[src/hw/rtl/qcsm_pkg.sv]
// ----------------------------------------------------------------------------
// qcsm_pkg: shared types and constants for the quad crop size measure
// Field widths, status codes and the coordinate, difference and length types.
// ----------------------------------------------------------------------------
package qcsm_pkg;
	localparam int CoordBits = 20;
	localparam int FracBits  = 4;
	localparam int LenBits   = 17;
	localparam int DiffBits  = CoordBits + 1;
	localparam int SqBits    = 2 * DiffBits + 1;
	localparam int RootBits  = (SqBits + 1) / 2;
	localparam int LimBits   = LenBits + FracBits;

	localparam logic [1:0] StatusOk      = 2'd0;
	localparam logic [1:0] StatusInvalid = 2'd1;
	localparam logic [1:0] StatusEmpty   = 2'd2;

	localparam logic [LenBits-1:0] LenMax = '1;
	localparam logic [15:0] RatioReset   = 16'd384;

	typedef logic signed [CoordBits-1:0] coord_t;
	typedef logic signed [DiffBits-1:0] diff_t;
	typedef logic [LenBits-1:0] len_t;
endpackage

[src/hw/rtl/qcsm_cross_lane.sv]
// ----------------------------------------------------------------------------
// qcsm_cross_lane: one corner cross product sign test
// Registers both products, then registers their comparison as the result.
// ----------------------------------------------------------------------------
module qcsm_cross_lane (
	input  logic                  clk,
	input  logic                  en,
	input  qcsm_pkg::coord_t      xi,
	input  qcsm_pkg::coord_t      yi,
	input  qcsm_pkg::coord_t      xn,
	input  qcsm_pkg::coord_t      yn,
	input  qcsm_pkg::coord_t      xf,
	input  qcsm_pkg::coord_t      yf,
	output logic                  pos
);
	localparam int PBits = 2 * qcsm_pkg::DiffBits;
	qcsm_pkg::diff_t ax, by, ay, bx;
	logic signed [PBits-1:0] p_s1, q_s1;

	assign ax = qcsm_pkg::diff_t'(xn) - qcsm_pkg::diff_t'(xi);
	assign by = qcsm_pkg::diff_t'(yf) - qcsm_pkg::diff_t'(yn);
	assign ay = qcsm_pkg::diff_t'(yn) - qcsm_pkg::diff_t'(yi);
	assign bx = qcsm_pkg::diff_t'(xf) - qcsm_pkg::diff_t'(xn);

	always_ff @(posedge clk) begin
		if (en) begin
			p_s1 <= ax * by;
			q_s1 <= ay * bx;
			pos  <= p_s1 > q_s1;
		end
	end
endmodule

[config.mk]
export PLATFORM = sky130hd
export DESIGN_NAME = qcsm_cross_lane
export DESIGN_NICKNAME = d
export VERILOG_FILES = /design/src/hw/rtl/qcsm_pkg.sv /design/src/hw/rtl/qcsm_cross_lane.sv
export SDC_FILE = /design/constraint.sdc
export NUM_CORES = 2
export LEC_CHECK = 0
export ABC_AREA = 1
export BUFFER_PORTS_ARGS = -buffer_cell sky130_fd_sc_hd__buf_2
export CAP_MARGIN = 0
export CELL_PAD_IN_SITES_DETAIL_PLACEMENT = 0
export CELL_PAD_IN_SITES_GLOBAL_PLACEMENT = 1
export CORE_MARGIN = 1.5
export CORE_UTILIZATION = 46
export DETAILED_ROUTE_END_ITERATION = 6
export PLACE_DENSITY_LB_ADDON = 0.2
export SETUP_SLACK_MARGIN = 0.2
export SYNTH_ARGS = -nofsm -noshare
export SYNTH_HDL_FRONTEND = slang
export SYNTH_SLANG_ARGS = --single-unit
[constraint.sdc]
create_clock -name clk -period 16.48 [get_ports clk]
set_clock_uncertainty 0.15 [all_clocks]
set_input_delay 0.824 -clock clk [delete_from_list [all_inputs] [get_ports clk]]
set_output_delay 0.824 -clock clk [all_outputs]
set_load 0.005 [all_outputs]
* Word level (Yosys, flattened, before mapping)
Cells that the tools add are included.
** Word-level totals
- Word-level logic and storage cells :: 10
- Register bits :: 85
** Operators by class
- $mul :: 2
- Add/sub/neg operators :: 4
- Magnitude comparators :: 1
** Operators by type and width (number)
- $mul A21 B21 Y42 :: 2
- $sub A20 B20 Y21 :: 4
- $gt A42 B42 Y1 :: 1

* Longest topological paths before layout
- Depth after elaboration :: 2
- Gate-level depth with buffers :: 38

* Worst setup path before layout
No wires, ideal clock.
- Path type :: input to register
- Start point :: in xf[0]
- End point :: reg q_s1[41] (data pin)
- Required time :: 16077 ps
- Arrival time :: 7723 ps
- Library setup time :: 253 ps
- Stages :: 31
- Path slack :: 8353 ps
- Cell sequence :: inv_1 > ha_1 > inv_1 > fa_1 > nand3_1 > nand2_1 > or2_2 > nand2_1 > clkinv_1 > clkbuf_1 > nand2_1 > fa_1 > fa_1 > inv_1 > fa_1 > inv_1 > fa_1 > inv_1 > fa_1 > fa_1 > inv_1 > fa_1 > inv_1 > ha_1 > nand2_1 > nor2_1 > inv_1 > nor3_1 > nand3_1 > nand3_1 > nand2_1
** Between the ends
- Longest elaborated chain between the ends :: 2
** Ends and longest elaborated chain
- start: declaration :: line qcsm_cross_lane.sv:12 : input qcsm_pkg::coord_t xf,
- $sub A20 B20 Y21 :: line qcsm_cross_lane.sv:23 : assign bx = qcsm_pkg::diff_t'(xf) - qcsm_pkg::diff_t'(xn);
- $mul A21 B21 Y42 :: line qcsm_cross_lane.sv:28 : q_s1 <= ay * bx;
- end signal: assignment :: line qcsm_cross_lane.sv:28
- end: declaration :: line qcsm_cross_lane.sv:18 : logic signed [PBits-1:0] p_s1, q_s1;
Every way passes these cells.
A chain may end at the register's enable or synchronous reset.

* Worst setup path in the final report
- Start point :: in xn[0]
- End point :: reg p_s1[41] (data pin)
** Between the ends
- Longest elaborated chain between the ends :: 2
** Ends and longest elaborated chain
- start: declaration :: line qcsm_cross_lane.sv:10 : input qcsm_pkg::coord_t xn,
- $sub A20 B20 Y21 :: line qcsm_cross_lane.sv:20 : assign ax = qcsm_pkg::diff_t'(xn) - qcsm_pkg::diff_t'(xi);
- $mul A21 B21 Y42 :: line qcsm_cross_lane.sv:27 : p_s1 <= ax * by;
- end signal: assignment :: line qcsm_cross_lane.sv:27
- end: declaration :: line qcsm_cross_lane.sv:18
Every way passes these cells.

==> impl_metrics.env <==
export IMPL_post_route_drc_count=0
export IMPL_fp_dieH_um=308
export IMPL_synth_area_sq_um=42800
export IMPL_worst_pin_slew_ps=1260
export IMPL_grt_pass1_vias=35980
export IMPL_async_flop_share_pct=0
export IMPL_wl_um=135000
export IMPL_final_layout_size_suffix_gt1_share_pct=4.69
export IMPL_crit_arrival_ps=9260
export IMPL_slew_headroom_pct=15.9
export IMPL_fp_row_count=111
export IMPL_area_delta_synth_final_pct=5.33
export IMPL_io_buffer_count=122
export IMPL_cts_root_buf="clkbuf_16"
export IMPL_h_tree_depth=3
export IMPL_vias=34856
export IMPL_post_cts_buffers=0
export IMPL_critical_path_class="primary input to flop"
export IMPL_hold_buffers=0
export IMPL_die_w_um=308
export IMPL_tritoncts="yes"
export IMPL_dr_first_iter_drc_count=2502
export IMPL_synth_cells=5472
export IMPL_rr_startpoint="p_s1[41]$_DFFE_PP_"
export IMPL_antenna_found_initial=2
export IMPL_synth_ff_type="edfxtp_1"
export IMPL_numClockSinks=85
export IMPL_critPathCaptureType="flop"
export IMPL_place_gp_congestion=0.955
export IMPL_clk_transition_reported_paths_ps=70
export IMPL_grt_usage_pct=29.3
export IMPL_cpPeakStageDelay_ps=660
export IMPL_yosys_top_cells_area="fa_1 (43%), inv_1 (12%), nand2_1 (12%)"
export IMPL_ys_warn_count=0
export IMPL_synth_edf_count=85
export IMPL_overflow=0
export IMPL_final_common_cell="inv_1"
export IMPL_synth_area_leader_cell="fa_1"
export IMPL_drtPass1Iterations=5
export IMPL_synth_cell_type_count=52
export IMPL_grt_max_degree=75
export IMPL_max_cap_viol_count=0
export IMPL_slew_violations=0
export IMPL_start_util_pct=46.6
export IMPL_synth_seq_cells=85
export IMPL_grt_pass1_wl_um=211000
export IMPL_io_pins=123
export IMPL_nNetsFinal=6932
export IMPL_period_needed_ps=9300
export IMPL_cp_max_fo=13
export IMPL_final_util_pct=49.1
export IMPL_hold_start="en"
export IMPL_cts_buffer_depth=2
export IMPL_min_to="pos$_DFFE_PP_"
export IMPL_die_area_sq_um=94900
export IMPL_r2r_end="pos$_DFFE_PP_"
export IMPL_dp_hpwl_um=116000
export IMPL_final_antenna_net_count=0
export IMPL_max_freq_mhz=107
export IMPL_status="finished clean"
export IMPL_cts_buffers=9
export IMPL_start_kind="primary input"
export IMPL_hold_depth=1
export IMPL_period_share_pct=56.5
export IMPL_startpoint="xn[0]"
export IMPL_yosys_area_top_type_share_pct=43.1
export IMPL_synth_seq_area_share_pct=5.96
export IMPL_hp_class="primary input to flop"
export IMPL_post_drt_wl_per_cell_um=19.8
export IMPL_rsz0062_at_grt="false"
export IMPL_cp_top_family="adder cells"
export IMPL_final_cell_mix="inv_1 (1399), nand2_1 (1342), fa_1 (922)"
export IMPL_setup_ws_ps=7180
export IMPL_n_fill_cell=9344
export IMPL_reg2reg_depth=11
export IMPL_core_sq_um=91900
export IMPL_crit_slowest_cell="fa_1"
export IMPL_finalSetupViolCount=0
export IMPL_synth_fp_nets=6860
export IMPL_crit_required_ps=16430
export IMPL_syn_area_per_cell_sq_um=7.83
export IMPL_cts_resized=0
export IMPL_pre_cts_ws_ps=6930
export IMPL_path_buf_inv=9
export IMPL_diodes=0
export IMPL_clock_latency_ps=340
export IMPL_setup_tns_ps=0
export IMPL_vias_per_cell=5.13
export IMPL_hold_viol=0
export IMPL_r2r_slack_ps=14300
cell type report:
cell class | instances | area (sq um) | area share (%)
timing repair buffer | 164 | 928 | 2.06
clock buffer | 9 | 225 | 0.499
clock inverter | 7 | 73.8 | 0.164
inverter | 1424 | 5350 | 11.9
multi-input combinational | 3860 | 34400 | 76.3
sequential | 85 | 2550 | 5.66
tap | 1243 | 1560 | 3.45
sequential cells by signal, indices dropped and copies added (netlist names):
name,flops
pos,1
q_s1,42
p_s1,42
metrics by stage:
step,cell area (sq um),std cells,hold WS [ps]
2_1_floorplan,42800,5472,627
3_3_place_gp,44800,6776,884
3_5_place_dp,44800,6776,855
4_1_cts,45100,6792,702
5_1_grt,45100,6792,703
6_report,45100,6792,705
cell usage after synthesis, types with 13 or more instances:
cell type,number
o21ai_0,73
clkbuf_1,29
buf_2,57
nand2_2,18
nand4_1,53
nor3_1,22
edfxtp_1,85
fa_1,922
inv_1,1399
o21bai_1,24
or2_2,13
a21oi_1,181
nand3b_1,15
nor2_1,532
nand3_1,144
ha_1,344
xor2_1,68
inv_2,14
xnor2_1,21
nand2_1,1342
worst max path at each step:
stage	endpoint	slack [ps]	depth (start not counted)
after global placement	p_s1[40]$_DFFE_PP_	6990	33
after CTS	q_s1[33]$_DFFE_PP_	7280	31
final	p_s1[41]$_DFFE_PP_	7180	33
after detailed placement	q_s1[33]$_DFFE_PP_	6930	31
after global routing	q_s1[41]$_DFFE_PP_	6660	31
after floorplan	q_s1[41]$_DFFE_PP_	8350	31
layer usage:
metal | global-route usage (%) | vias up | wire length (um)
li1 | - | 16188 | -
met1 | 42.4 | 17362 | 61900
met2 | 46.7 | 1169 | 60200
met3 | 4.03 | 135 | 9300
met4 | 6.23 | 2 | 3200
met5 | 0 | - | 7
logic make-up (layout without fill, tap and decap cells):
| logic type | count (synthesis) | in the layout | synth area share [%] |
|---|---|---|---|
| simple gates | 2169 | 2169 | 20.4 |
| flops | 85 | 85 | 5.96 |
| xor+xnor | 106 | 106 | 2.60 |
| fa+ha+maj | 1266 | 1266 | 53.2 |
| buf+inv | 1527 | 1604 | 13.7 |
| compound gates | 319 | 319 | 4.16 |
Power is left out: the tool's default activity adds up to more than one toggle a clock period on the data nets, which glitch-free logic cannot reach.
