--- config.mk ---
export PLATFORM = sky130hd
export DESIGN_NAME = qcsm_edge_lane
export DESIGN_NICKNAME = d
export VERILOG_FILES = /design/src/hw/rtl/qcsm_pkg.sv /design/src/hw/rtl/qcsm_edge_lane.sv
export SDC_FILE = /design/constraint.sdc
export NUM_CORES = 2
export LEC_CHECK = 0
export ABC_AREA = 1
export BUFFER_PORTS_ARGS = -buffer_cell sky130_fd_sc_hd__buf_4
export CAP_MARGIN = 5
export CORE_MARGIN = 2
export CORE_UTILIZATION = 55
export DETAILED_ROUTE_END_ITERATION = 7
export PLACE_DENSITY = 0.71
export SETUP_SLACK_MARGIN = 0.4
export SLEW_MARGIN = 20
export SYNTH_ARGS = -nofsm -noshare
export SYNTH_HDL_FRONTEND = slang
export SYNTH_SLANG_ARGS = --single-unit
--- constraint.sdc ---
create_clock -name clk -period 17 [get_ports clk]
set_input_delay 1.7 -clock clk [delete_from_list [all_inputs] [get_ports clk]]
set_output_delay 1.7 -clock clk [all_outputs]
set_load 0.02 [all_outputs]
--- src/hw/rtl/qcsm_pkg.sv ---
// ----------------------------------------------------------------------------
// qcsm_pkg: shared types and constants for the quad crop size measure
// Field widths, status codes and the coordinate, difference and length types.
// ----------------------------------------------------------------------------
package qcsm_pkg;
	localparam int CoordBits = 20;
	localparam int FracBits  = 4;
	localparam int LenBits   = 17;
	localparam int DiffBits  = CoordBits + 1;
	localparam int SqBits    = 2 * DiffBits + 1;
	localparam int RootBits  = (SqBits + 1) / 2;
	localparam int LimBits   = LenBits + FracBits;

	localparam logic [1:0] StatusOk      = 2'd0;
	localparam logic [1:0] StatusInvalid = 2'd1;
	localparam logic [1:0] StatusEmpty   = 2'd2;

	localparam logic [LenBits-1:0] LenMax = '1;
	localparam logic [15:0] RatioReset   = 16'd384;

	typedef logic signed [CoordBits-1:0] coord_t;
	typedef logic signed [DiffBits-1:0] diff_t;
	typedef logic [LenBits-1:0] len_t;
endpackage

--- src/hw/rtl/qcsm_edge_lane.sv ---
// ----------------------------------------------------------------------------
// qcsm_edge_lane: floored edge length of one edge
// Squares the deltas, then a pipelined restoring square root, one bit a stage.
// ----------------------------------------------------------------------------
module qcsm_edge_lane (
	input  logic                  clk,
	input  logic                  en,
	input  qcsm_pkg::coord_t      ax,
	input  qcsm_pkg::coord_t      ay,
	input  qcsm_pkg::coord_t      bx,
	input  qcsm_pkg::coord_t      by,
	output qcsm_pkg::len_t        len
);
	localparam int DB = qcsm_pkg::DiffBits;
	localparam int SB = qcsm_pkg::SqBits;
	localparam int RB = qcsm_pkg::RootBits;
	localparam int SS = SB - 2 * qcsm_pkg::FracBits;
	localparam int NS = (SS + 1) / 2;
	localparam int RW = RB + 2;

	qcsm_pkg::diff_t dx, dy;
	logic [DB-1:0] mx, my;
	logic          sat_in;
	logic [2*DB-1:0] sx_s1, sy_s1;
	logic            sat_s1;
	logic [SB-1:0]   s_s2;
	logic            sat_s2;
	logic [2*NS-1:0] rem_q [0:NS];
	logic [RW-1:0]   acc_q [0:NS];
	logic [NS-1:0]   root_q [0:NS];
	logic [NS:0]     sat_q;

	assign dx = qcsm_pkg::diff_t'(ax) - qcsm_pkg::diff_t'(bx);
	assign dy = qcsm_pkg::diff_t'(ay) - qcsm_pkg::diff_t'(by);
	assign mx = dx[DB-1] ? DB'(-dx) : DB'(dx);
	assign my = dy[DB-1] ? DB'(-dy) : DB'(dy);
	assign sat_in = (64'(mx) >= (64'd1 << qcsm_pkg::LimBits))
		|| (64'(my) >= (64'd1 << qcsm_pkg::LimBits));

	always_ff @(posedge clk) begin
		if (en) begin
			sx_s1  <= mx * mx;
			sy_s1  <= my * my;
			sat_s1 <= sat_in;
			s_s2   <= SB'(sx_s1) + SB'(sy_s1);
			sat_s2 <= sat_s1;
		end
	end

	// digit-by-digit root, two radicand bits per stage
	always_comb begin
		rem_q[0]  = (2*NS)'(s_s2 >> (2 * qcsm_pkg::FracBits));
		acc_q[0]  = '0;
		root_q[0] = '0;
		sat_q[0]  = sat_s2;
	end

	for (genvar k = 0; k < NS; k++) begin : g_st
		logic [RW-1:0] a_n, t_n;
		logic [NS-1:0] r_n;
		always_comb begin
			a_n = RW'({acc_q[k], rem_q[k][2*NS-1 -: 2]});
			t_n = RW'({root_q[k], 2'b01});
			r_n = {root_q[k][NS-2:0], 1'b0};
			if (a_n >= t_n) begin
				a_n = a_n - t_n;
				r_n[0] = 1'b1;
			end
		end
		always_ff @(posedge clk) begin
			if (en) begin
				rem_q[k+1]  <= {rem_q[k][2*NS-3:0], 2'b00};
				acc_q[k+1]  <= a_n;
				root_q[k+1] <= r_n;
				sat_q[k+1]  <= sat_q[k];
			end
		end
	end

	assign len = (sat_q[NS] || (root_q[NS] > NS'(qcsm_pkg::LenMax)))
		? qcsm_pkg::LenMax : qcsm_pkg::LenBits'(root_q[NS]);
endmodule

* After elaboration in Yosys (flattened, before gate mapping)
Index checks and enable logic that the tools add are counted.
W data, S select, Z words.
** Word-level totals
- Logic and storage cells :: 137
- Register bits after elaboration :: 958
- Output and inout bits :: 17
- Input bits :: 82
** Operators by class
- Multiplexer cells :: 38
- $add $sub $neg :: 22
- $mul :: 2
- Order comparisons :: 19
** Operators by type and width (number)
- $mux W22 :: 16
- $mul A21 B21 Y42 :: 2
- $add A42 B42 Y43 :: 1
- $mux W21 :: 2
- $neg A21 Y21 :: 2
- $sub A20 B20 Y21 :: 2
- $ge A24 B10 Y1 :: 1
- $ge A24 B11 Y1 :: 1
- $ge A24 B12 Y1 :: 1
- $ge A24 B13 Y1 :: 1
- $ge A24 B14 Y1 :: 1
- $ge A24 B15 Y1 :: 1
- $ge A24 B16 Y1 :: 1
- $ge A24 B17 Y1 :: 1
- $ge A24 B18 Y1 :: 1
- $ge A24 B19 Y1 :: 1
- $ge A24 B3 Y1 :: 1
- $ge A24 B4 Y1 :: 1
- $ge A24 B5 Y1 :: 1
- $ge A24 B6 Y1 :: 1
- $ge A24 B7 Y1 :: 1
- $ge A24 B8 Y1 :: 1
- $ge A24 B9 Y1 :: 1
- $sub A22 B10 Y22 :: 1
- other kinds (20) :: 38

* Logic depth before layout (Yosys ltp)
- Word-level depth :: 4
- Mapped depth :: 48
- Depth with buffers taken out :: 47

* Worst setup path before layout
No wires, ideal clock.
- Path kind :: input port to flip-flop
- Start :: in ay[0]
- End :: reg sy_s1[35] (data pin)
- Data required time :: 16.738 ns
- Path buffers :: 1
- Setup time :: 0.262 ns
- Setup slack :: 7.414 ns
- Data arrival time :: 9.323 ns
- Stages on the path :: 47
- Cells stage by stage :: inv_1 > ha_1 > fa_1 > inv_1 > nand3_1 > nand2_1 > nand2_1 > nand2_1 > nand2_1 > nand2_1 > nand3_1 > nor2_2 > nand2_1 > nand2_2 > nand2_1 > inv_2 > nand2_1 > nand2_2 > (+11 left out) > fa_1 > inv_1 > fa_1 > inv_1 > ha_1 > nand2_1 > nor2_1 > inv_1 > nor2_1 > and3_1 > nand2_1 > nand3_1 > nand3_1 > nand2_1 > nand2_1 > nand2_1 > a21oi_1 > xor2_1
** Between the ends
- Longest elaborated chain between the ends :: 4
** Ends and longest elaborated chain
- start: declaration :: RTL line qcsm_edge_lane.sv:9 : input qcsm_pkg::coord_t ay,
- $sub A20 B20 Y21 (*) :: RTL line qcsm_edge_lane.sv:34 : assign dy = qcsm_pkg::diff_t'(ay) - qcsm_pkg::diff_t'(by);
- $neg A21 Y21 :: RTL line qcsm_edge_lane.sv:36 : assign my = dy[DB-1] ? DB'(-dy) : DB'(dy);
- $mux W21 (*) :: RTL line qcsm_edge_lane.sv:36
- $mul A21 B21 Y42 (*) :: RTL line qcsm_edge_lane.sv:43 : sy_s1 <= my * my;
- end signal: assignment :: RTL line qcsm_edge_lane.sv:43
- end: declaration :: RTL line qcsm_edge_lane.sv:24 : logic [2*DB-1:0] sx_s1, sy_s1;
Every way passes the cells marked *; elsewhere a longest branch is shown, timed or not.
A chain may end at the register's enable or synchronous reset.

* Final worst setup path
Same ends and word-level chain as after synthesis.

==> flow_summary.toml <==
[layout]
utilization_pct = 60.2
multiInputGateArea_um2 = 38900
seq_area_um2 = 28000
area_delta_synth_final_pct = 8.30
drive_gt1_share_pct = 5.30
fin_nets = 9037
n_fill_cell = 11100

[cts]
clk_pin_slew_ns = 0.06
clock_latency_ns = 0.68
ctsRootBufferMaster = "clkbuf_16"
cts_buffer_depth = 3
cts_resized = 0
h-tree-depth = 3
cts_tree = "built"
cts_buffers = 96
cts_sinks = 934
cts_setup_buffers = 0
cts_hold_buf = 0

[setup_path]
worstPathArrival_ns = 11.25
required_ns = 17.42
rr_startpoint = "g_st[15].r_n[2]"
reg2reg_depth = 12
critical_path.top_delay_family = "adder cells"
endpoint_kind = "flop"
path_buf_inv = 10
critPathMaxStageDelay_ns = 0.59
crit_fanout = 21
crit_path_top_delay_cell = "o21ai_1"
rr_endpoint = "acc_q[51]"
cp-start-kind = "input pin"
rrSetupSlack_ns = 13.27
worst-setup-path-type = "input pin to flop"

[detailed_routing]
vias_per_cell = 5.32
post_drt_wl_per_cell_um = 16.9
drt_wl_total_um = 162000
drt_pass1_iterations = 6
remaining_drc_errors = 0
drtIter0Drc = 3971
antenna_left = 0
num_vias = 51100

[place]
port_buffers = 98
preCtsSetupSlack_ns = 5.51
dp_hpwl_um = 130000
routabilityCongestion = 0.915

[floorplan]
initial_utilization_pct = 55.5
io_pins = 99
dieArea_um2 = 136000
core_um2 = 132000
die_y_um = 369
die_x_um = 369
rows = 133

[timing]
hold_violations = 0
fin_ws_ns = 6.17
period_minus_slack_ns = 10.83
max_clock_freq_mhz = 92.3
tightest_slew_ns = 1.22
setup-tns-final_ns = 0
rsz0062_at_grt = "no"
final-max-slew-violation-count = 0
slew_headroom_pct = 18.6
fin_crit_sh_pct = 63.7
finalSetupViolCount = 0
fin_skew_ns = 0.0216

[min_path]
min_from = "rem_q[589]"
hold_end = "rem_q[555]"
min_path_type = "flop to flop"
whs_path_depth = 0

[global_routing]
use_met1_pct = 31.3
grt_util_met2_pct = 42.5
grt_usage_pct = 24.1
grt_start_max_net_pins = 192
grt.overflow.total = 0
grt-busiest-layer = "met2"
grt_pass1_wl_um = 263000
grt_antenna_before_repair = 0
grt_pass1_vias = 51400
grt_use_met3_pct = 2.51

[synthesis]
synth_seq_cells = 934
async_reset_ff_share_pct = 0
synth_area_per_cell_um2 = 9.64
yosysUniqueCellTypes = 68
seq_area_frac_synth_pct = 38.3
ys_warn_count = 0
syn-cell-area_um2 = 73200
ys.flop_type = "edfxtp_1"
syn_inst = 7596
synth-edff-count = 934

[run_status]
status = "completed"

[run]
cap_violations = 0
-- flip-flops by register name, indices dropped and copies added, names as in the netlist --
name      flops
rem_q       306
root_q       18
s_s2         35
g_st.r_n    153
acc_q       342
sy_s1        40
sx_s1        40
-- synth_stat cells (6+ instances only) --
library cell / count / area share [%]
a211oi_1: 9 / 0.092
a21boi_0: 12 / 0.12
a21o_1: 31 / 0.32
a21oi_1: 356 / 2.4
a31oi_1: 34 / 0.29
buf_2: 34 / 0.23
buf_4: 14 / 0.14
buf_6: 9 / 0.14
clkbuf_1: 27 / 0.14
edfxtp_1: 934 / 38
fa_1: 629 / 17
ha_1: 565 / 9.7
inv_1: 1524 / 7.8
inv_2: 23 / 0.12
nand2_1: 1202 / 6.2
nand2_2: 24 / 0.21
nand3_1: 245 / 1.7
nand3b_1: 15 / 0.15
nand4_1: 73 / 0.62
nor2_1: 759 / 3.9
nor2_2: 19 / 0.16
nor3_1: 81 / 0.55
nor4_1: 36 / 0.31
o211ai_1: 24 / 0.25
o21a_1: 21 / 0.22
o21ai_0: 329 / 2.2
o21ai_1: 12 / 0.082
o21ai_2: 6 / 0.072
o21bai_1: 18 / 0.18
o221ai_1: 15 / 0.18
o31ai_1: 12 / 0.12
or2_2: 45 / 0.38
xnor2_1: 144 / 1.7
xor2_1: 233 / 2.8
xor2_2: 6 / 0.13
-- placed cells by master (no fill, tap or decap), types with 73 or more instances in the layout --
| cell type | instances |
|---|---|
| xnor2_1 | 144 |
| buf_4 | 119 |
| nand3_1 | 245 |
| nor3_1 | 81 |
| nand2_1 | 1202 |
| ha_1 | 565 |
| nand4_1 | 73 |
| clkbuf_16 | 96 |
| edfxtp_1 | 934 |
| fa_1 | 629 |
| inv_1 | 1524 |
| o21ai_0 | 329 |
| xor2_1 | 233 |
| a21oi_1 | 356 |
| nor2_1 | 758 |
-- kinds of logic (layout without fill, tap and decap cells) --
kind of cell,count (synthesis),after routing,share of synthesized area [%]
compound gates,910,910,6.99
xor+xnor,384,384,4.67
fa+ha+maj,1194,1194,26.9
buf+inv,1640,1856,8.65
flops,934,934,38.3
other cells,2,34,0.0103
simple gates,2532,2532,14.5
-- cell type report --
type | instances | share of cell area [%]
antenna | 1 | 0.00316
clock buffer | 107 | 3.08
clock inverter | 73 | 1.09
inverter | 1554 | 7.36
multi-input combinational | 5053 | 49.1
sequential | 934 | 35.4
tap | 1755 | 2.77
timing repair buffer | 122 | 1.20
-- worst reg2reg max path: stages, from the launching register on --
cell and delay, ns:
edfxtp_1 0.41, inv_1 0.06, ha_1 0.33, a21oi_1 0.23, inv_1 0.06, nor2_1 0.16, o221ai_1 0.18, a21oi_1 0.33
o21ai_0 0.25, nand2_1 0.15, nand2_1 0.19, inv_1 0.75, o21ai_0 0.32
-- worst max-delay path by stage --
stage	cells past startpoint	slack [ns]	startpoint	to
after CTS	38	6.21	ay[0]	sy_s1[39]
final	41	6.17	ay[0]	sy_s1[35]
after floorplan	47	7.41	ay[0]	sy_s1[35]
after global routing	38	5.42	ay[0]	sy_s1[39]
after global placement	38	5.71	ay[0]	sy_s1[39]
after detailed placement	41	5.51	ay[0]	sy_s1[35]
-- per-layer routing --
layer | vias up | wire (µm)
met4 | 0 | 4610
met1 | 24600 | 68100
met2 | 1382 | 81700
li1 | 24900 | -
met3 | 270 | 7780
met5 | - | 0
-- through the flow --
step / hold slack (ns) / cells / cell area [µm²]
floorplan: 0.400 / 7627 / 73300
global placement: 0.401 / 9418 / 76000
detailed placement: 0.405 / 9418 / 76000
CTS: 0.399 / 9598 / 79300
global route: 0.410 / 9598 / 79300
finish: 0.410 / 9599 / 79300
Power is left out: the tool's default activity adds up to more than one toggle a clock period on the data nets, which glitch-free logic cannot reach.
