## src/hw/rtl/qcsm_pkg.sv

```systemverilog
// ----------------------------------------------------------------------------
// qcsm_pkg: shared types and constants for the quad crop size measure
// Field widths, status codes and the coordinate, difference and length types.
// ----------------------------------------------------------------------------
package qcsm_pkg;
	localparam int CoordBits = 20;
	localparam int FracBits  = 4;
	localparam int LenBits   = 17;
	localparam int DiffBits  = CoordBits + 1;
	localparam int SqBits    = 2 * DiffBits + 1;
	localparam int RootBits  = (SqBits + 1) / 2;
	localparam int LimBits   = LenBits + FracBits;

	localparam logic [1:0] StatusOk      = 2'd0;
	localparam logic [1:0] StatusInvalid = 2'd1;
	localparam logic [1:0] StatusEmpty   = 2'd2;

	localparam logic [LenBits-1:0] LenMax = '1;
	localparam logic [15:0] RatioReset   = 16'd384;

	typedef logic signed [CoordBits-1:0] coord_t;
	typedef logic signed [DiffBits-1:0] diff_t;
	typedef logic [LenBits-1:0] len_t;
endpackage

```

## src/hw/rtl/qcsm_merge.sv

```systemverilog
// ----------------------------------------------------------------------------
// qcsm_merge: combines lane results into status, size and rotate flag
// Picks maxima, applies validity and builds the rotation compare; registered.
// ----------------------------------------------------------------------------
module qcsm_merge (
	input  logic                  clk,
	input  logic                  en,
	input  logic [3:0]            pos,
	input  qcsm_pkg::len_t        e01,
	input  qcsm_pkg::len_t        e23,
	input  qcsm_pkg::len_t        e03,
	input  qcsm_pkg::len_t        e12,
	input  logic [15:0]           ratio,
	output logic [1:0]            status,
	output qcsm_pkg::len_t        w_out,
	output qcsm_pkg::len_t        h_out,
	output logic                  rot
);
	qcsm_pkg::len_t w, h;
	logic [1:0] st_s1;
	qcsm_pkg::len_t w_s1, h_s1;
	logic [qcsm_pkg::LenBits+15:0] hs_s1, rw_s1;

	assign w = (e23 > e01) ? e23 : e01;
	assign h = (e12 > e03) ? e12 : e03;

	always_ff @(posedge clk) begin
		if (en) begin
			if (pos != 4'hf) st_s1 <= qcsm_pkg::StatusInvalid;
			else if (w == '0 || h == '0) st_s1 <= qcsm_pkg::StatusEmpty;
			else st_s1 <= qcsm_pkg::StatusOk;
			w_s1  <= w;
			h_s1  <= h;
			hs_s1 <= {8'd0, h, 8'd0};
			rw_s1 <= ratio * w;
			status <= st_s1;
			w_out  <= (st_s1 == qcsm_pkg::StatusOk) ? w_s1 : '0;
			h_out  <= (st_s1 == qcsm_pkg::StatusOk) ? h_s1 : '0;
			rot    <= (st_s1 == qcsm_pkg::StatusOk) && (hs_s1 >= rw_s1);
		end
	end
endmodule

```

## config.mk

```make
export PLATFORM = sky130hd
export DESIGN_NAME = qcsm_merge
export DESIGN_NICKNAME = d
export VERILOG_FILES = /design/src/hw/rtl/qcsm_pkg.sv /design/src/hw/rtl/qcsm_merge.sv
export SDC_FILE = /design/constraint.sdc
export NUM_CORES = 1
export LEC_CHECK = 0
export BUFFER_PORTS_ARGS = -buffer_cell sky130_fd_sc_hd__buf_2
export CAP_MARGIN = 20
export CORE_ASPECT_RATIO = 1.5
export CORE_MARGIN = 2
export CORE_UTILIZATION = 55
export DETAILED_ROUTE_END_ITERATION = 8
export PLACE_DENSITY = 0.75
export REMOVE_ABC_BUFFERS = 1
export SYNTH_ARGS = -nofsm -noshare
export SYNTH_HDL_FRONTEND = slang
export SYNTH_SLANG_ARGS = --single-unit
export TNS_END_PERCENT = 5
```

## constraint.sdc

```tcl
create_clock -name clk -period 13.3 [get_ports clk]
set_clock_uncertainty 0.15 [all_clocks]
set_input_delay 0.665 -clock clk [delete_from_list [all_inputs] [get_ports clk]]
set_output_delay 0.665 -clock clk [all_outputs]
set_load 0.05 [all_outputs]
```

After elaboration in Yosys (flattened, before gate mapping) --
Cells that the tools add are included.
Operators by class: add/sub/neg operators 0, multipliers 1, div/mod/pow operators 0, order comparisons 3, eq/ne operators 1, shift operators 0, mux-type cells 3, bitwise gates (word level) 0, reduce and logical (&&, ||, !) cells 5
Operators with widths (number):
- > comparator 17 bit | 2
- zero test 17 bit | 2
- 2-to-1 mux 17 bit | 2
- >= comparator 25 x 33 -> 1 bit | 1
- multiplier 16 x 17 -> 33 bit | 1
- inequality test 4 bit, second input constant | 1
- zero test 2 bit | 1
- 2-to-1 mux 2 bit | 1
- logical AND 1 bit | 1
- logical OR 1 bit | 1
Word-level totals: register bits after elaboration 106, latch bits 0, bits in writable memories 0, ROM bits 0, input bits 90, logic and storage cells 21, memories kept 0

Depth between registers and ports, before layout --
Gate-level depths: netlist of the first run.
depth after elaboration 5, mapped depth 36

Least setup slack after synthesis of the first run --
Ideal clock, no wire load.
path kind in2reg, start in e01[10], end reg rw_s1[31] (netlist name), data pin, library setup time 0.266 ns, data arrival time 7.948 ns, required time 12.884 ns, slack 4.936 ns, stages on the path 32, buffers on the path 3, cells stage by stage inv_1 > ha_1 > a21o_1 > a21o_1 > a21oi_1 > a21oi_1 > a211oi_2 > o21bai_1 > buf_6 > buf_4 > mux2_2 > buf_2 > nand2_1 > fa_1 > fa_1 > fa_1 > fa_1 > inv_1 > fa_1 > inv_1 > fa_1 > inv_1 > ha_1 > nand3_1 > nor2_1 > a211oi_1 > o31ai_1 > a41oi_1 > or3_1 > nand3_1 > a2111oi_0 > nand4bb_1
Between the ends: longest elaborated chain between the ends 3
RTL lines:
- from (decl) | line qcsm_merge.sv:9 | input qcsm_pkg::len_t e01,
- > comparator 17 bit | line qcsm_merge.sv:24 | assign w = (e23 > e01) ? e23 : e01;
- 2-to-1 mux 17 bit * | line qcsm_merge.sv:24
- via w[10] | line qcsm_merge.sv:19 | qcsm_pkg::len_t w, h;
- multiplier 16 x 17 -> 33 bit * | line qcsm_merge.sv:35 | rw_s1 <= ratio * w;
- to (signal assigned) | line qcsm_merge.sv:35
- to (decl) | line qcsm_merge.sv:22 | logic [qcsm_pkg::LenBits+15:0] hs_s1, rw_s1;
Mark *: on every way through the listed nets, which the timed path passes. The rest lies on a longest branch. A chain may end at the register's enable or synchronous reset.

Worst setup path after layout of the first run --
start in e01[16], end reg rw_s1[31] (netlist name), data pin
Between the ends: longest elaborated chain between the ends 3
RTL lines (line):
- > comparator 17 bit | qcsm_merge.sv:24
- 2-to-1 mux 17 bit * | qcsm_merge.sv:24
- multiplier 16 x 17 -> 33 bit * | qcsm_merge.sv:35
Every way passes the cells marked *; elsewhere a longest branch is shown, timed or not.

==> results of run 1 <==
## synth_stat cells, drive strengths merged (6+ instances only)
cell,number
mux2,31
nand4,14
nand2b,6
nor2b,19
a21o,23
a211oi,7
nor2,28
a21oi,34
nor3,11
ha,156
xnor2,24
nor4,14
inv,288
nand2,159
fa,208
edfxtp,106
clkbuf,31
and2,158
nand3,12
buf,14
o21ai,22
## state kept, by name, indices dropped and copies added (netlist names)
signal / count
h_s1: 17
st_s1: 2
h_out: 17
w_s1: 17
status: 2
w_out: 17
rot: 1
rw_s1: 33
## critical path: cells and delay by family
family | cells | cell delay (ns)
adders and majority gates | 8 | 3.69
and+or+nand+nor | 8 | 2.18
AOI/OAI and AO/OA | 5 | 1.96
muxes | 1 | 0.59
buffers and inverters | 6 | 0.39
## worst max path at each step
stage / slack (ns) / cells past startpoint / to
CTS: 3.85 / 28 / rw_s1[31]$_DFFE_PP_
global route: 3.36 / 28 / rw_s1[31]$_DFFE_PP_
finish: 3.78 / 28 / rw_s1[31]$_DFFE_PP_
detailed placement: 3.48 / 28 / rw_s1[31]$_DFFE_PP_
global placement: 3.62 / 28 / rw_s1[31]$_DFFE_PP_
floorplan: 4.48 / 27 / rw_s1[31]$_DFFE_PP_
## layer usage
metal | GRT usage (%) | vias up | routed length [um]
met1 | 30.4 | 5310 | 12600
met4 | 15.6 | 0 | 2090
met2 | 50.3 | 385 | 19500
li1 | - | 4693 | -
met3 | 4.42 | 124 | 1990
met5 | 0 | - | 0
## cell families (layout without fill, tap and decap cells)
group,Yosys count,in the layout
AO/OA/AOI/OAI,113,113
other,0,1
buffers and inverters,333,435
AND/OR/NAND/NOR,440,440
adder cells (fa/ha/maj),364,364
XOR/XNOR,28,28
multiplexers,34,34
flip-flops,106,106
## final cells by class
| cell class | instances | area (sq um) | area share, % |
|---|---|---|---|
| diodes | 1 | 2.50 | 0.0162 |
| clock buffers | 9 | 225 | 1.46 |
| clock inverters | 7 | 91.3 | 0.590 |
| inverters | 288 | 1080 | 6.99 |
| multi-input cells | 979 | 9780 | 63.2 |
| flip-flops and latches | 106 | 3180 | 20.6 |
| well taps | 333 | 417 | 2.69 |
| repair buffers | 131 | 691 | 4.46 |
## metrics by stage
| step | hold slack, ns | setup WS [ns] | util, % | std cells | cell area, sq um |
|---|---|---|---|---|---|
| 2_1_floorplan | 0.277 | 4.48 | - | 1373 | 14000 |
| 5_1_grt | 0.346 | 3.36 | 60.5 | 1853 | 15500 |
| 3_3_place_gp | 0.283 | 3.62 | 59.1 | 1836 | 15100 |
| 6_report | 0.328 | 3.78 | 60.5 | 1854 | 15500 |
| 3_5_place_dp | 0.306 | 3.48 | 59.1 | 1836 | 15100 |
| 4_1_cts | 0.326 | 3.85 | 60.3 | 1852 | 15400 |
## layout by cell type, fill, tap and decap left out, drive strengths merged, types with 23 or more instances in the layout
master    n
a21o     23
nand2   159
a21oi    34
and2    158
xnor2    24
fa      208
mux2     31
edfxtp  106
inv     291
buf     131
ha      156
nor2     28
==> run_results.csv, run 1 <==
group,metric,value,unit
status,status,"completed",
synth,yosysWarningCount,0,
timing,worst_pin_slew,1.14,ns
die,core_area,25600,sq um
hold_path,hold_start,"st_s1[0]$_SDFFCE_PP1P_",
detailed_routing,post_drt_wl_per_cell,19.5,um
finish,syn2layout_area_growth,8.73,%
timing,fmax,105,MHz
grt,grt_usage,27.7,%
die,dieArea,27200,sq um
synth,synth_area_leader_cell,"fa_1",
hold_path,hold_class,"register to register",
detailed_routing,drtIter0Drc,568,
die,fp.dieW,135,um
hold_path,hold_path_end,"status[0]$_DFFE_PP_",
synth,synthArstFlopShare,0,%
job,maxCapViolations,0,
grt,grt_first_pass_wirelength,57500,um
timing,fin_crit_sh,71.6,%
worst_setup_path,cp.arrival,9.48,ns
synth,synth_xor_area_share,1.72,%
timing,rsz0062_at_grt,"false",
synth,synth.area.mux_share,2.72,%
clock_network,post_cts_buffers,0,
worst_setup_path,cp_slowest_cell,"o21bai_2",
worst_setup_path,startpoint_type,"input port",
worst_setup_path,path_class,"input port to register",
synth,ys_top_cells_by_area,"fa_1 29%, edfxtp_1 22%, ha_1 14%, inv_1 7.6%, and2_1 6.9%",
worst_setup_path,crit_start,"e01[16]",
worst_setup_path,crit_top_cell,"fa_1",
timing,setup_tns,0,ns
synth,synth-seq-cells,106,
die,start_util,55.6,%
grt,grt_max_degree,89,
detailed_routing,dr.pass1.iters,5,
clock_network,cts_tree,"built",
synth,synth_top_family_by_area,"adder cells",
finish,drive_gt1_share,12.3,%
clock_network,cts_buffers,9,
worst_setup_path,critPathMaxStageDelay,0.89,ns
placed_design,port-buffer-count,126,
timing,setup_viol,0,
synth,ys_seq_area_share,22.4,%
grt,grt_remaining_overflow,0,
timing,final_max_slew_viol_count,0,
timing,max-slew-margin-rel,23.8,%
synth,synth_enable_flop_cells,106,
clock_network,cts_resized,0,
worst_setup_path,critPathCaptureType,"register",
worst_setup_path,timing.rr.start,"h_s1[1]$_DFFE_PP_",
synth,synthCells,1418,
hold_path,hold_depth,0,
detailed_routing,antenna_left,0,
die,rows,72,
synth,netlist_area,14200,sq um
timing,finalHoldViolations,0,
grt,antenna_found_initial,0,
clock_network,cts.clk_slew.worst_paths,0.09,ns
finish,finalNetCount,1969,
detailed_routing,vias,10500,
synth,synth_ff_type,"edfxtp_1",
synth,synth-compound-area-share,5.19,%
placed_design,dp_hpwl,29300,um
detailed_routing,wl,36100,um
worst_setup_path,required,13.26,ns
synth,synth_fa_ha_area_share,43.0,%
die,die_y,201,um
die,boundaryPins,127,
finish,fillerInstances,2221,
clock_network,clock_sinks,106,
worst_setup_path,path_max_fanout,20,
worst_setup_path,r2r-end,"rot$_DFFE_PP_",
clock_network,cts_buffer_depth,2,
synth,yosys.area_share.simple,16.1,%
worst_setup_path,ff2ff_setup_slack,10.50,ns
clock_network,cts-root-buf,"clkbuf_16",
clock_network,clk_latency,0.36,ns
placed_design,routabilityCongestion,0.959,
synth,yosysUniqueCellTypes,56,
worst_setup_path,rr_worst_depth,10,
synth,avgSynthCellArea,10.0,sq um
timing,final.min_clock_period,9.52,ns
synth,yosysTopAreaCellShare,29.3,%
grt,grt_pass1_vias,11400,
clock_network,htreeDepth,3,
detailed_routing,drcViolationCount,0,
clock_network,postCtsHoldBufs,0,
detailed_routing,viasPerCell,5.67,
Power of run 1 is left out: the tool's default activity adds up to more than one toggle a clock period on the data nets, which glitch-free logic cannot reach.
==> run 2, diff against run 1 <==
ABC_AREA = 1   (was unset)
clock period = 9.25 ns   (was 13.3 ns; I/O delays follow)
==> run 2 against run 1 <==
  * Cell count increased by 12%
  * Clock-buffer cell count unchanged
  * Core utilization increased by 0.12 points
  * Global-route usage decreased by 0.58 points
  * Largest cell class unchanged
  * Setup slack got worse by 2.6 ns
  * Die area increased by 0.65%
  * Hold slack got worse by 0.067 ns
  * Synthesized cell count increased by 15%
  * Sequential cell count unchanged
  * Sequential share of layout area decreased by 0.11 points
  * Critical path type unchanged
  * Via count increased by 5.6%
==> run_results.csv, run 2 <==
group,metric,value,unit
status,status,"completed",
detailed_routing,antenna_left,0,
finish,finalNetCount,2189,
finish,syn2layout_area_growth,8.62,%
timing,final.min_clock_period,8.10,ns
synth,netlist_area,14300,sq um
finish,final_cell_mix,"399 x inv_1, 292 x nand2_1, 213 x nor2_1",
hold_path,hold_class,"input port to register",
clock_network,cts_buffers,9,
clock_network,clk_latency,0.36,ns
timing,final_max_slew_viol_count,0,
die,fp.dieW,136,um
grt,met2_usage,47.7,%
detailed_routing,drtIter0Drc,582,
finish,layoutNonFillerInstCount,2073,
timing,setup_viol,0,
worst_setup_path,path_max_fanout,24,
die,die_y,202,um
worst_setup_path,cp_slowest_cell,"o21ai_1",
finish,final_cell_area,15600,sq um
detailed_routing,drcViolationCount,0,
worst_setup_path,critPathCaptureType,"register",
synth,synthArstFlopShare,0,%
clock_network,postCtsHoldBufs,0,
worst_setup_path,critPathMaxStageDelay,0.70,ns
worst_setup_path,cp.arrival,8.07,ns
job,maxCapViolations,0,
clock_network,cts_tree,"built",
synth,avgSynthCellArea,8.79,sq um
placed_design,dp_hpwl,29300,um
clock_network,clock_sinks,106,
synth,synth_common_cells,"399 x inv_1, 292 x nand2_1, 213 x nor2_1, 208 x fa_1, 156 x ha_1",
finish,drive_gt1_share,10.2,%
clock_network,htreeDepth,3,
clock_network,cts-root-buf,"clkbuf_16",
worst_setup_path,startpoint_type,"input port",
timing,rsz0062_at_grt,"false",
placed_design,placed_cell_area,15200,sq um
timing,finalHoldViolations,0,
finish,final_common_cell,"inv_1",
detailed_routing,post_drt_wl_per_cell,17.3,um
synth,ys_top_cells_by_area,"fa_1 29%, edfxtp_1 22%, ha_1 14%, inv_1 10%, nand2_1 7.7%",
synth,synth_area_leader_cell,"fa_1",
synth,yosysUniqueCellTypes,43,
synth,synth_enable_flop_cells,106,
grt,grtUsageMet1,32.4,%
clock_network,cts.clk_slew.worst_paths,0.08,ns
grt,gr-usage-met3,2.65,%
grt,gr-max-usage-layer,"met2",
grt,grt_usage,27.2,%
worst_setup_path,path_class,"input port to register",
placed_design,port-buffer-count,126,
timing,max-slew-margin-rel,29.9,%
grt,grt_pass1_vias,11400,
worst_setup_path,required,9.22,ns
synth,synthCells,1629,
detailed_routing,viasPerCell,5.35,
die,start_util,55.8,%
placed_design,routabilityCongestion,1.00,
timing,fmax,124,MHz
timing,setup_tns,0,ns
synth,yosysWarningCount,0,
detailed_routing,vias,11100,
detailed_routing,wl,35800,um
grt,antenna_found_initial,0,
detailed_routing,dr.pass1.iters,5,
worst_setup_path,crit_top_cell,"fa_1",
synth,yosysTopAreaCellShare,29.1,%
synth,yosysMostFrequentCell,"inv_1",
die,boundaryPins,127,
grt,grt_remaining_overflow,0,
synth,ys_seq_area_share,22.2,%
die,dieArea,27400,sq um
clock_network,cts_resized,0,
grt,grt_max_degree,84,
finish,regMostFlops,"rw_s1",
timing,worst_pin_slew,1.05,ns
die,core_area,25700,sq um
synth,synth-seq-cells,106,
finish,largest_reg_flops,33,
grt,grt_first_pass_wirelength,57100,um
clock_network,post_cts_buffers,0,
clock_network,cts_buffer_depth,2,
placed_design,dpl.cell_count,2057,
finish,antenna-diode-count,0,
synth,synth_ff_type,"edfxtp_1",
timing,fin_crit_sh,87.5,%
finish,final_util,60.6,%
die,rows,72,
[run 2: cell types whose count changed in the layout (fill, tap and decap cells not counted), moves of 15 or more]
| cell | change |
|---|---|
| and2_1 | -157 |
| inv_1 | +111 |
| nand2_1 | +133 |
| mux2_2 | -29 |
| a21oi_1 | +20 |
| xnor2_1 | -15 |
| a21o_1 | -18 |
| nor2b_1 | -19 |
| nor2_1 | +185 |
| xor2_1 | +18 |
[run 2: cell type report]
class / count / area (sq um)
multi-input combinational: 1076 / 9410
fill: 2230 / 10100
sequential: 106 / 3180
inverter: 408 / 1530
clock inverter: 7 / 92.6
tap: 333 / 417
timing repair buffer: 134 / 693
clock buffer: 9 / 225
[run 2: metrics by stage]
stage          setup slack [ns]  hold WS, ns
3_3_place_gp              0.953        0.271
2_1_floorplan              2.03        0.267
5_1_grt                   0.785        0.275
6_report                   1.15        0.261
4_1_cts                    1.24        0.257
3_5_place_dp              0.860        0.284
[run 2: kinds of logic (layout without fill, tap and decap cells)]
group / Yosys count / count (layout) / synth area share (%)
xor gates and xnor gates: 31 / 31 / 1.90
DFF: 106 / 106 / 22.2
buffers and inverters: 447 / 558 / 12.0
and+or+nand+nor: 578 / 578 / 16.9
AOI/OAI and AO/OA: 103 / 103 / 4.18
adders and majority gates: 364 / 364 / 42.7
[run 2: worst max-delay path, delay by kind of cell]
family	cells	cell delay, ns
buffers and inverters	6	0.86
adders and majority gates	8	3.66
and+or+nand+nor	10	1.26
AOI/OAI and AO/OA	7	1.67
xor gates and xnor gates	1	0.15
[run 2: worst paths after layout]
| check | end | slack [ns] | from | depth (start not counted) |
|---|---|---|---|---|
| max | rw_s1[27]$_DFFE_PP_ | 1.15 | e01[12] | 32 |
| min | st_s1[0]$_SDFFCE_PP1P_ | 0.26 | pos[0] | 2 |
| max reg2reg | rot$_DFFE_PP_ | 7.01 | h_s1[2]$_DFFE_PP_ | 11 |
| min reg2reg | status[0]$_DFFE_PP_ | 0.30 | st_s1[0]$_SDFFCE_PP1P_ | 0 |
[run 2: metal layers]
| layer | routed length (um) | share of wire, % | vias to the layer above |
|---|---|---|---|
| met5 | 0 | 0 | - |
| met3 | 2140 | 6.0 | 123 |
| met2 | 18400 | 51 | 469 |
| li1 | - | - | 5122 |
| met1 | 13100 | 37 | 5382 |
| met4 | 2180 | 6.1 | 0 |
Power of run 2 is left out for the same reason.
==> run 3, diff against run 2 <==
CAP_MARGIN = 10   (was 20)
CELL_PAD_IN_SITES_DETAIL_PLACEMENT = 2   (was unset)
CELL_PAD_IN_SITES_GLOBAL_PLACEMENT = 2   (was unset)
CORE_UTILIZATION = 39   (was 55)
PLACE_DENSITY = unset   (was 0.75)
PLACE_DENSITY_LB_ADDON = 0.1   (was unset)
==> run 3 against run 2 <==
  * Design area grew 1.3%
  * Critical path depth decreased by 1
  * Sequential cell count unchanged
  * Global-route usage down 2.0 points
  * Clock-buffer cell count stayed put
  * Via count rose by 1.2%
  * Routed wire length increased by 31%
  * Hold slack worse by 0.013 ns
  * Critical endpoint is now rw_s1[28]$_DFFE_PP_
==> run_results.csv, run 3 (synthesis gave the netlist of run 2 again) <==
group,metric,value,unit
hold_path,hold_start,"pos[0]",
hold_path,hold_class,"input port to register",
worst_setup_path,timing.rr.start,"h_s1[2]$_DFFE_PP_",
timing,max-slew-margin-rel,35.1,%
die,die_y,239,um
status,status,"completed",
timing,rsz0062_at_grt,"false",
worst_setup_path,crit_start,"e01[12]",
worst_setup_path,critPathMaxStageDelay,0.56,ns
finish,antenna-diode-count,0,
clock_network,clk_latency,0.36,ns
detailed_routing,drtIter0Drc,280,
timing,fin_crit_sh,92.0,%
placed_design,routabilityCongestion,0.890,
clock_network,clock_sinks,106,
finish,drive_gt1_share,10.5,%
die,dieArea,38300,sq um
grt,grt_pass1_vias,13200,
worst_setup_path,startpoint_type,"input port",
timing,final_max_slew_viol_count,0,
clock_network,cts-root-buf,"clkbuf_16",
finish,largest_reg_flops,33,
clock_network,cts_resized,0,
placed_design,port-buffer-count,126,
die,fp.dieW,160,um
detailed_routing,viasPerCell,5.04,
clock_network,post_cts_buffers,0,
die,start_util,39.3,%
worst_setup_path,path_class,"input port to register",
placed_design,placed_cell_area,15500,sq um
timing,setup_viol,0,
worst_setup_path,cp_slowest_cell,"inv_1",
die,rows,86,
placed_design,place_ws,0.330,ns
clock_network,cts_tree,"built",
worst_setup_path,cp.arrival,8.49,ns
detailed_routing,post_drt_wl_per_cell,21.1,um
grt,grt_remaining_overflow,0,
worst_setup_path,critPathCaptureType,"register",
detailed_routing,dr.pass1.iters,4,
timing,final.min_clock_period,8.51,ns
die,boundaryPins,127,
timing,postLayoutSetupSlackWorst,0.739,ns
job,maxCapViolations,0,
detailed_routing,drcViolationCount,0,
finish,finalNetCount,2194,
placed_design,dp_hpwl,39800,um
timing,finalHoldViolations,0,
clock_network,cts_buffer_depth,2,
clock_network,cts.clk_slew.worst_paths,0.08,ns
worst_setup_path,path_max_fanout,24,
detailed_routing,wl,47000,um
grt,antenna_found_initial,0,
grt,grt_first_pass_wirelength,73300,um
timing,setup_tns,0,ns
clock_network,postCtsHoldBufs,0,
timing,fmax,117,MHz
finish,final_cell_mix,"399 x inv_1, 292 x nand2_1, 213 x nor2_1",
clock_network,htreeDepth,3,
worst_setup_path,required,9.23,ns
detailed_routing,vias,11200,
finish,regMostFlops,"rw_s1",
finish,final_common_cell,"inv_1",
clock_network,cts_buffers,9,
finish,syn2layout_area_growth,10.1,%
finish,final_cell_area,15800,sq um
grt,grt_usage,25.2,%
grt,grt_max_degree,71,
timing,worst_pin_slew,0.973,ns
die,core_area,36500,sq um
detailed_routing,antenna_left,0,
timing,whs,0.247,ns
[run 3: cell count changes in the layout (fill, tap and decap cells not counted)]
cell / delta
buf_4: +5
inv_8: -4
clkinv_2: +2
inv_6: +2
clkinv_4: -1
clkinvlp_4: +1
[run 3: worst paths after layout]
path / endpoint / slack (ns) / cells after the start
worst max register to register: rot$_DFFE_PP_ / 6.77 / 11
worst min-delay path: st_s1[0]$_SDFFCE_PP1P_ / 0.25 / 2
worst min register to register: status[1]$_DFFE_PP_ / 0.31 / 0
worst max-delay path: rw_s1[28]$_DFFE_PP_ / 0.74 / 31
[run 3: critical path: cells and delay by family]
family,cells,cell delay (ns)
compound gates,6,1.94
xor+xnor,1,0.15
fa+ha+maj,8,3.63
buf+inv,7,0.95
simple gates,9,1.34
[run 3: metrics by stage]
stage | cells | util, %
finish | 2229 | 43.2
floorplan | 1590 | -
detailed placement | 2213 | 42.4
global placement | 2213 | 42.4
global route | 2229 | 43.2
CTS | 2229 | 43.2
[run 3: per-layer routing]
layer	share of wire (%)	routed length (um)	track usage, %	up-vias
met5	0	0	0	-
met4	4.9	2320	12.0	0
met3	2.2	1040	1.56	92
met2	55	25900	49.1	243
met1	38	17700	27.5	5780
li1	-	-	-	5119
[run 3: area by class of cell]
cell class              instances  area (sq um)
inverters                     408          1530
fillers                      4074         20700
clock buffers                   9           225
repair buffers                139           731
multi-input cells            1076          9410
flip-flops and latches        106          3180
well taps                     484           606
clock inverters                 7          73.8
Power of run 3 is left out for the same reason.
